--- config.mk ---
export PLATFORM = sky130hd
export DESIGN_NAME = stereo_linear_resampler_top
export DESIGN_NICKNAME = d
export VERILOG_FILES = /design/src/sv/slr_pkg.sv /design/src/sv/slr_lane.sv /design/src/sv/slr_merge.sv /design/src/sv/stereo_linear_resampler_top.sv
export VERILOG_INCLUDE_DIRS = /design/src /design/src/sv
export SDC_FILE = /design/constraint.sdc
export NUM_CORES = 2
export LEC_CHECK = 0
export ABC_AREA = 1
export BUFFER_PORTS_ARGS = -buffer_cell sky130_fd_sc_hd__buf_2
export CORE_MARGIN = 2
export CORE_UTILIZATION = 60
export DETAILED_ROUTE_END_ITERATION = 10
export PLACE_DENSITY = 0.77
export SETUP_SLACK_MARGIN = 0.02
export SLEW_MARGIN = 20
export SYNTH_ARGS = -nofsm -noshare
export SYNTH_HDL_FRONTEND = slang
export SYNTH_SLANG_ARGS = --single-unit
--- constraint.sdc ---
create_clock -name clk -period 8.1 [get_ports clk]
set_input_delay 0.81 -clock clk [delete_from_list [all_inputs] [get_ports clk]]
set_output_delay 0.81 -clock clk [all_outputs]
set_load 0.005 [all_outputs]
--- src/sv/stereo_linear_resampler_top_assert.svh ---
// Assertion helpers for the resampler top level.
`ifndef STEREO_LINEAR_RESAMPLER_TOP_ASSERT_SVH
`define STEREO_LINEAR_RESAMPLER_TOP_ASSERT_SVH

// Same-cycle implication, disabled while in reset.
`define SLR_ASSERT_SAME(label, ante, cons) \
    label: assert property (@(posedge clk) disable iff (!rst_n) (ante) |-> (cons)) \
        else $error("resampler check failed");

// Next-cycle implication, disabled while in reset.
`define SLR_ASSERT_NEXT(label, ante, cons) \
    label: assert property (@(posedge clk) disable iff (!rst_n) (ante) |=> (cons)) \
        else $error("resampler check failed");

`endif

--- src/sv/slr_pkg.sv ---
package slr_pkg;

    localparam int MAX_RUN    = 16;
    localparam int CNT_W      = $clog2(MAX_RUN + 1);
    localparam int SAMPLE_W   = 16;
    localparam int PHASE_W    = 19;
    localparam int FRAC_W     = 15;

    localparam logic [PHASE_W:0]   ONE_Q16    = 20'h10000;
    localparam logic [PHASE_W-1:0] STEP_RESET = 19'h10000;

    // configuration register indexes
    localparam logic REG_STEP   = 1'b0;
    localparam logic REG_BYPASS = 1'b1;

    // control that travels with a beat through the datapath
    typedef struct packed {
        logic valid;
        logic last;
    } beat_ctl_t;

endpackage

--- src/sv/slr_lane.sv ---
module slr_lane
    import slr_pkg::*;
(
    input  logic                       clk,
    input  logic                       en,
    input  logic signed [SAMPLE_W-1:0] prev,
    input  logic signed [SAMPLE_W-1:0] next,
    input  logic        [FRAC_W-1:0]   frac,
    output logic signed [SAMPLE_W-1:0] result
);

    logic signed [SAMPLE_W:0]   diff;
    logic signed [2*SAMPLE_W:0] prod;
    logic signed [2*SAMPLE_W:0] prod_reg;
    logic signed [SAMPLE_W-1:0] prev_reg;

    assign diff = {next[SAMPLE_W-1], next} - {prev[SAMPLE_W-1], prev};
    assign prod = diff * $signed({1'b0, frac});

    always_ff @(posedge clk)
    begin
        if (en)
        begin
            prod_reg <= prod;
            prev_reg <= prev;
        end
    end

    // floor division by 2^15, wrap to 16 bits
    assign result = prev_reg + prod_reg[FRAC_W +: SAMPLE_W];

endmodule

--- src/sv/slr_merge.sv ---
module slr_merge
    import slr_pkg::*;
(
    input  logic                       clk,
    input  logic                       rst_n,
    input  beat_ctl_t                  ctl,
    input  logic signed [SAMPLE_W-1:0] left_res,
    input  logic signed [SAMPLE_W-1:0] right_res,
    input  logic                       m_tready,
    output logic                       m_tvalid,
    output logic [2*SAMPLE_W-1:0]      m_tdata,  // left_out [15:0], right_out [31:16]
    output logic                       m_tlast,  // run_last
    output logic                       adv
);

    logic                  valid_reg;
    logic                  last_reg;
    logic [2*SAMPLE_W-1:0] data_reg;

    assign adv = !valid_reg || m_tready;

    always_ff @(posedge clk or negedge rst_n)
    begin
        if (!rst_n)
            valid_reg <= 1'b0;
        else if (adv)
            valid_reg <= ctl.valid;
    end

    always_ff @(posedge clk)
    begin
        if (adv)
        begin
            data_reg <= {right_res, left_res};
            last_reg <= ctl.last;
        end
    end

    assign m_tvalid = valid_reg;
    assign m_tdata  = data_reg;
    assign m_tlast  = last_reg;

endmodule

--- src/sv/stereo_linear_resampler_top.sv ---
// Path: a started run passes the run, lane product and output registers to m_tvalid.
// Throughput: one output beat per cycle while not stalled by m_tready; a frame causes
// up to 16 beats; s_tready is low until the single shared output sequencer is done.
// Outside bypass, a frame with no output (first, phase at or above 1.0) starts no run.
// Reset: async active low; clears held frame, phase, pipeline; step = 1.0, bypass on.
module stereo_linear_resampler_top
    import slr_pkg::*;
(
    input  logic                  clk,
    input  logic                  rst_n,
    input  logic                  s_tvalid,
    output logic                  s_tready,
    input  logic [2*SAMPLE_W-1:0] s_tdata,   // left_in [15:0], right_in [31:16]
    input  logic                  s_tlast,   // block_end, carries no meaning here
    output logic                  m_tvalid,
    input  logic                  m_tready,
    output logic [2*SAMPLE_W-1:0] m_tdata,   // left_out [15:0], right_out [31:16]
    output logic                  m_tlast,   // run_last
    input  logic                  cfg_we,
    input  logic                  cfg_addr,
    input  logic [PHASE_W-1:0]    cfg_wdata
);

    logic [PHASE_W-1:0]   step_reg;
    logic                 bypass_reg;
    logic [PHASE_W-1:0]   phase_acc_reg;
    logic                 held_valid_reg;
    logic                 busy_reg;
    logic                 byp_run_reg;
    logic [15:0]          phase_reg;
    logic [CNT_W-1:0]     cnt_reg;
    beat_ctl_t            s1_ctl_reg;

    logic [SAMPLE_W-1:0]  held_l_reg, held_r_reg;
    logic [SAMPLE_W-1:0]  prev_l_reg, prev_r_reg, next_l_reg, next_r_reg;

    logic                 in_fire;
    logic                 adv;
    logic                 issue;
    logic                 issue_last;
    logic [PHASE_W:0]     phase_sum;
    logic                 sum_wrap;
    logic                 acc_wrap;
    logic                 start_run;
    beat_ctl_t            issue_ctl;
    logic signed [SAMPLE_W-1:0] left_res, right_res;

    assign s_tready  = !busy_reg;
    assign in_fire   = s_tvalid && s_tready && !s_tlast || s_tvalid && s_tready && s_tlast;
    assign acc_wrap  = phase_acc_reg[PHASE_W-1:16] != '0;
    assign start_run = in_fire && (bypass_reg || (held_valid_reg && !acc_wrap));

    assign issue      = busy_reg && adv;
    assign phase_sum  = {{(PHASE_W-15){1'b0}}, phase_reg} + {1'b0, step_reg};
    assign sum_wrap   = phase_sum >= ONE_Q16;
    assign issue_last = byp_run_reg || sum_wrap || (cnt_reg == CNT_W'(MAX_RUN - 1));

    assign issue_ctl.valid = issue;
    assign issue_ctl.last  = issue_last;

    always_ff @(posedge clk or negedge rst_n)
    begin
        if (!rst_n)
        begin
            step_reg       <= STEP_RESET;
            bypass_reg     <= 1'b1;
            phase_acc_reg  <= '0;
            held_valid_reg <= 1'b0;
            busy_reg       <= 1'b0;
            byp_run_reg    <= 1'b0;
            phase_reg      <= '0;
            cnt_reg        <= '0;
            s1_ctl_reg     <= '0;
        end
        else
        begin
            if (cfg_we)
            begin
                case (cfg_addr)
                    REG_STEP:   step_reg   <= cfg_wdata;
                    REG_BYPASS: bypass_reg <= cfg_wdata[0];
                    default:    ;
                endcase
            end

            if (adv)
                s1_ctl_reg <= issue_ctl;

            if (in_fire && !bypass_reg)
            begin
                held_valid_reg <= 1'b1;
                if (held_valid_reg && acc_wrap)
                    phase_acc_reg <= PHASE_W'({1'b0, phase_acc_reg} - ONE_Q16);
            end

            if (start_run)
            begin
                busy_reg    <= 1'b1;
                byp_run_reg <= bypass_reg;
                phase_reg   <= bypass_reg ? '0 : phase_acc_reg[15:0];
                cnt_reg     <= '0;
            end
            else if (issue)
            begin
                if (issue_last)
                begin
                    busy_reg <= 1'b0;
                    if (!byp_run_reg)
                        phase_acc_reg <= sum_wrap ? PHASE_W'(phase_sum - ONE_Q16) : '0;
                end
                else
                begin
                    phase_reg <= phase_sum[15:0];
                    cnt_reg   <= cnt_reg + 1'b1;
                end
            end
        end
    end

    // frame payload; bypass runs interpolate between two copies of the input
    always_ff @(posedge clk)
    begin
        if (in_fire && !bypass_reg)
        begin
            held_l_reg <= s_tdata[SAMPLE_W-1:0];
            held_r_reg <= s_tdata[2*SAMPLE_W-1:SAMPLE_W];
        end
        if (start_run)
        begin
            next_l_reg <= s_tdata[SAMPLE_W-1:0];
            next_r_reg <= s_tdata[2*SAMPLE_W-1:SAMPLE_W];
            prev_l_reg <= bypass_reg ? s_tdata[SAMPLE_W-1:0] : held_l_reg;
            prev_r_reg <= bypass_reg ? s_tdata[2*SAMPLE_W-1:SAMPLE_W] : held_r_reg;
        end
    end

    slr_lane u_lane_left (
        .clk    (clk),
        .en     (adv),
        .prev   (prev_l_reg),
        .next   (next_l_reg),
        .frac   (phase_reg[FRAC_W:1]),
        .result (left_res)
    );

    slr_lane u_lane_right (
        .clk    (clk),
        .en     (adv),
        .prev   (prev_r_reg),
        .next   (next_r_reg),
        .frac   (phase_reg[FRAC_W:1]),
        .result (right_res)
    );

    slr_merge u_merge (
        .clk       (clk),
        .rst_n     (rst_n),
        .ctl       (s1_ctl_reg),
        .left_res  (left_res),
        .right_res (right_res),
        .m_tready  (m_tready),
        .m_tvalid  (m_tvalid),
        .m_tdata   (m_tdata),
        .m_tlast   (m_tlast),
        .adv       (adv)
    );

`include "stereo_linear_resampler_top_assert.svh"

    `SLR_ASSERT_SAME(a_cnt_in_range, busy_reg, cnt_reg < CNT_W'(MAX_RUN))
    `SLR_ASSERT_SAME(a_bypass_single, issue && byp_run_reg, issue_last)
    `SLR_ASSERT_NEXT(a_bypass_starts, in_fire && bypass_reg, busy_reg && byp_run_reg)

endmodule
==> flow_summary.json <==
{
  "rows": 84,
  "async_flop_share": 0.255,
  "grt_max_degree": 73,
  "crit_slowest_cell": "fa_1",
  "antenna_found_initial": 3,
  "io_buffer_count": 91,
  "synth_edf_count": 193,
  "status": "finished clean",
  "drt-pass1-iter-count": 7,
  "drive_above_1_share": 0.104,
  "cts_buffers": 28,
  "tns_ns": 0,
  "cp-start-kind": "flip-flop",
  "cap_violations": 0,
  "grt_pass1_vias": 24900,
  "synth_area_leaders": "fa_1 30%, edfxtp_1 18%, inv_1 9.8%, ha_1 9.5%, nand2_1 7.4%",
  "antennaDiodeCount": 0,
  "worst-setup-path-type": "flip-flop to flip-flop",
  "cp_max_fo": 8,
  "area_growth_pct": 8.10,
  "cpMostUsedCell": "fa_1",
  "wl_um": 77900,
  "dp_hpwl_um": 60600,
  "grt-ovfl-total": 0,
  "dieArea_um2": 55400,
  "h-tree-depth": 1,
  "layout_min_cycle_time_ns": 7.73,
  "ant_nets": 0,
  "ys_top_cells_by_count": "838 x inv_1, 635 x nand2_1, 483 x fa_1, 338 x nor2_1, 244 x ha_1",
  "num-nets-final": 4498,
  "post_drt_wl_per_cell_um": 17.6,
  "initial_core_util": 0.609,
  "initialDrtViolationCount": 2083,
  "clock_latency_ns": 0.59,
  "cts-root-buf": "clkbuf_16",
  "fmax_mhz": 129,
  "syn_nets": 4380,
  "finClkSkew_ns": 0.0173,
  "viasPerCell": 5.55,
  "clk_pin_slew_ns": 0.06,
  "slowest_delay_ns": 0.59,
  "clock_sinks": 259,
  "slew_headroom": 0.277,
  "gp_congestion": 0.916,
  "holdPathStages": 2,
  "synth.cell_area_um2": 32100,
  "rsz0062_at_grt": "true",
  "grt_first_pass_wirelength_um": 127000,
  "drv_slew": 0,
  "yosysMostFrequentCell": "inv_1",
  "hold_viol": 0,
  "r2r_cells": 32,
  "synth_top_area_frac": 0.301,
  "placed_area_um2": 33600,
  "synth_ff_type": "edfxtp_1",
  "vias": 24500,
  "largest_reg_flops": 32,
  "coreArea_um2": 52800,
  "fin_cells": 4422,
  "yosysWarnings": 0,
  "yosysSeqAreaShare": 0.232,
  "syn_area_per_cell_um2": 8.94,
  "setup.worst_path.end_class": "flip-flop",
  "syn_inst": 3595,
  "fp.dieH_um": 235,
  "cts_buffer_depth": 3,
  "dp_cells": 4361,
  "ios": 93,
  "tightest_slew_ns": 1.08,
  "finalSetupViolations": 0,
  "cp.required_ns": 8.40,
  "cp_data_arrival_time_ns": 8.03,
  "grt_usage": 0.290,
  "yosysUniqueCellTypes": 58,
  "drt_drc_violations_left": 0,
  "fin_crit_sh": 0.954,
  "stdcell_area_um2": 34700,
  "ys_seq_elements": 259,
  "cts_tree": "built",
  "die_x_um": 235,
  "hold_path_class": "input port to flip-flop",
  "synth_top_area_cell": "fa_1"
}
final timing paths:
kind,startpoint,endpoint,slack [ns]
worst max-delay path,prev_r_reg[0],u_lane_right.prod_reg[29],0.37
worst min-delay path,cfg_we,bypass_reg,0.40
worst max register to register,prev_r_reg[0],u_lane_right.prod_reg[29],0.37
worst min register to register,prev_l_reg[12],u_lane_left.prev_reg[12],0.44
max in group asynchronous,rst_n,cnt_reg[2],7.13
min in group asynchronous,rst_n,step_reg[14],0.41
stage by stage:
stage	setup slack (ns)	hold WS [ns]	util
after floorplan	0.998	0.420	-
after global placement	0.335	0.432	0.637
after detailed placement	0.159	0.435	0.637
after CTS	0.137	0.384	0.655
after global routing	-0.0114	0.401	0.658
final	0.370	0.404	0.658
layer usage:
metal	global-route usage	part of all wire	vias to the layer above
met5	0	0	-
met4	0.101	0.038	0
met3	0.0582	0.10	216
met2	0.469	0.46	1104
met1	0.392	0.40	12000
li1	-	-	11200
area by class of cell:
class	count	area [um2]
fillers	4297	18000
inverters	853	3210
clock inverters	9	91.3
flip-flops and latches	259	7450
clock buffers	42	825
well taps	688	861
repair buffers	170	1050
multi-input cells	2401	21200
logic make-up (layout without fill, tap and decap cells):
kind of cell | count (synthesis) | after routing | share of synthesized area
buffers and inverters | 935 | 1074 | 0.111
XOR/XNOR | 128 | 128 | 0.0351
AND/OR/NAND/NOR | 1199 | 1199 | 0.154
adder cells (fa/ha/maj) | 727 | 727 | 0.396
AO/OA/AOI/OAI | 299 | 299 | 0.0549
flip-flops | 259 | 259 | 0.232
multiplexers | 48 | 48 | 0.0168
worst max-delay path, delay by kind of cell (launching register included):
kind | cells | cell delay, ns
adder cells (fa/ha/maj) | 9 | 3.67
AND/OR/NAND/NOR | 12 | 1.97
buffers and inverters | 6 | 0.68
AO/OA/AOI/OAI | 4 | 0.58
flip-flops | 1 | 0.38
XOR/XNOR | 1 | 0.13
layout by cell type, fill, tap and decap left out, types with 11 or more instances in the layout:
cell	Yosys	routed
inv_1	838	832
nand2_1	635	633
fa_1	483	480
nor2_1	338	332
ha_1	244	242
edfxtp_1	193	193
a21oi_1	132	129
nand3_1	114	112
buf_2	4	91
xor2_1	84	82
buf_4	2	79
o21ai_0	74	71
dfrtp_1	64	64
mux2_2	48	48
xnor2_1	43	43
or2_2	37	37
clkbuf_16	0	29
nand4_1	21	21
o21ai_2	15	18
nor3_1	15	14
nand2_2	13	13
o21bai_1	12	12
inv_2	8	11
what timing repair did:
item                                    4_1_cts  5_1_grt
buffers inserted                              0       10
endpoints found under the setup margin        0       19
hold buffers                                  0        0
gates resized for setup                       0       34
hold endpoints to repair                      0        0
Power is not shown: default switching activity piles up to over one toggle a cycle in this logic, so the estimate is an artifact.
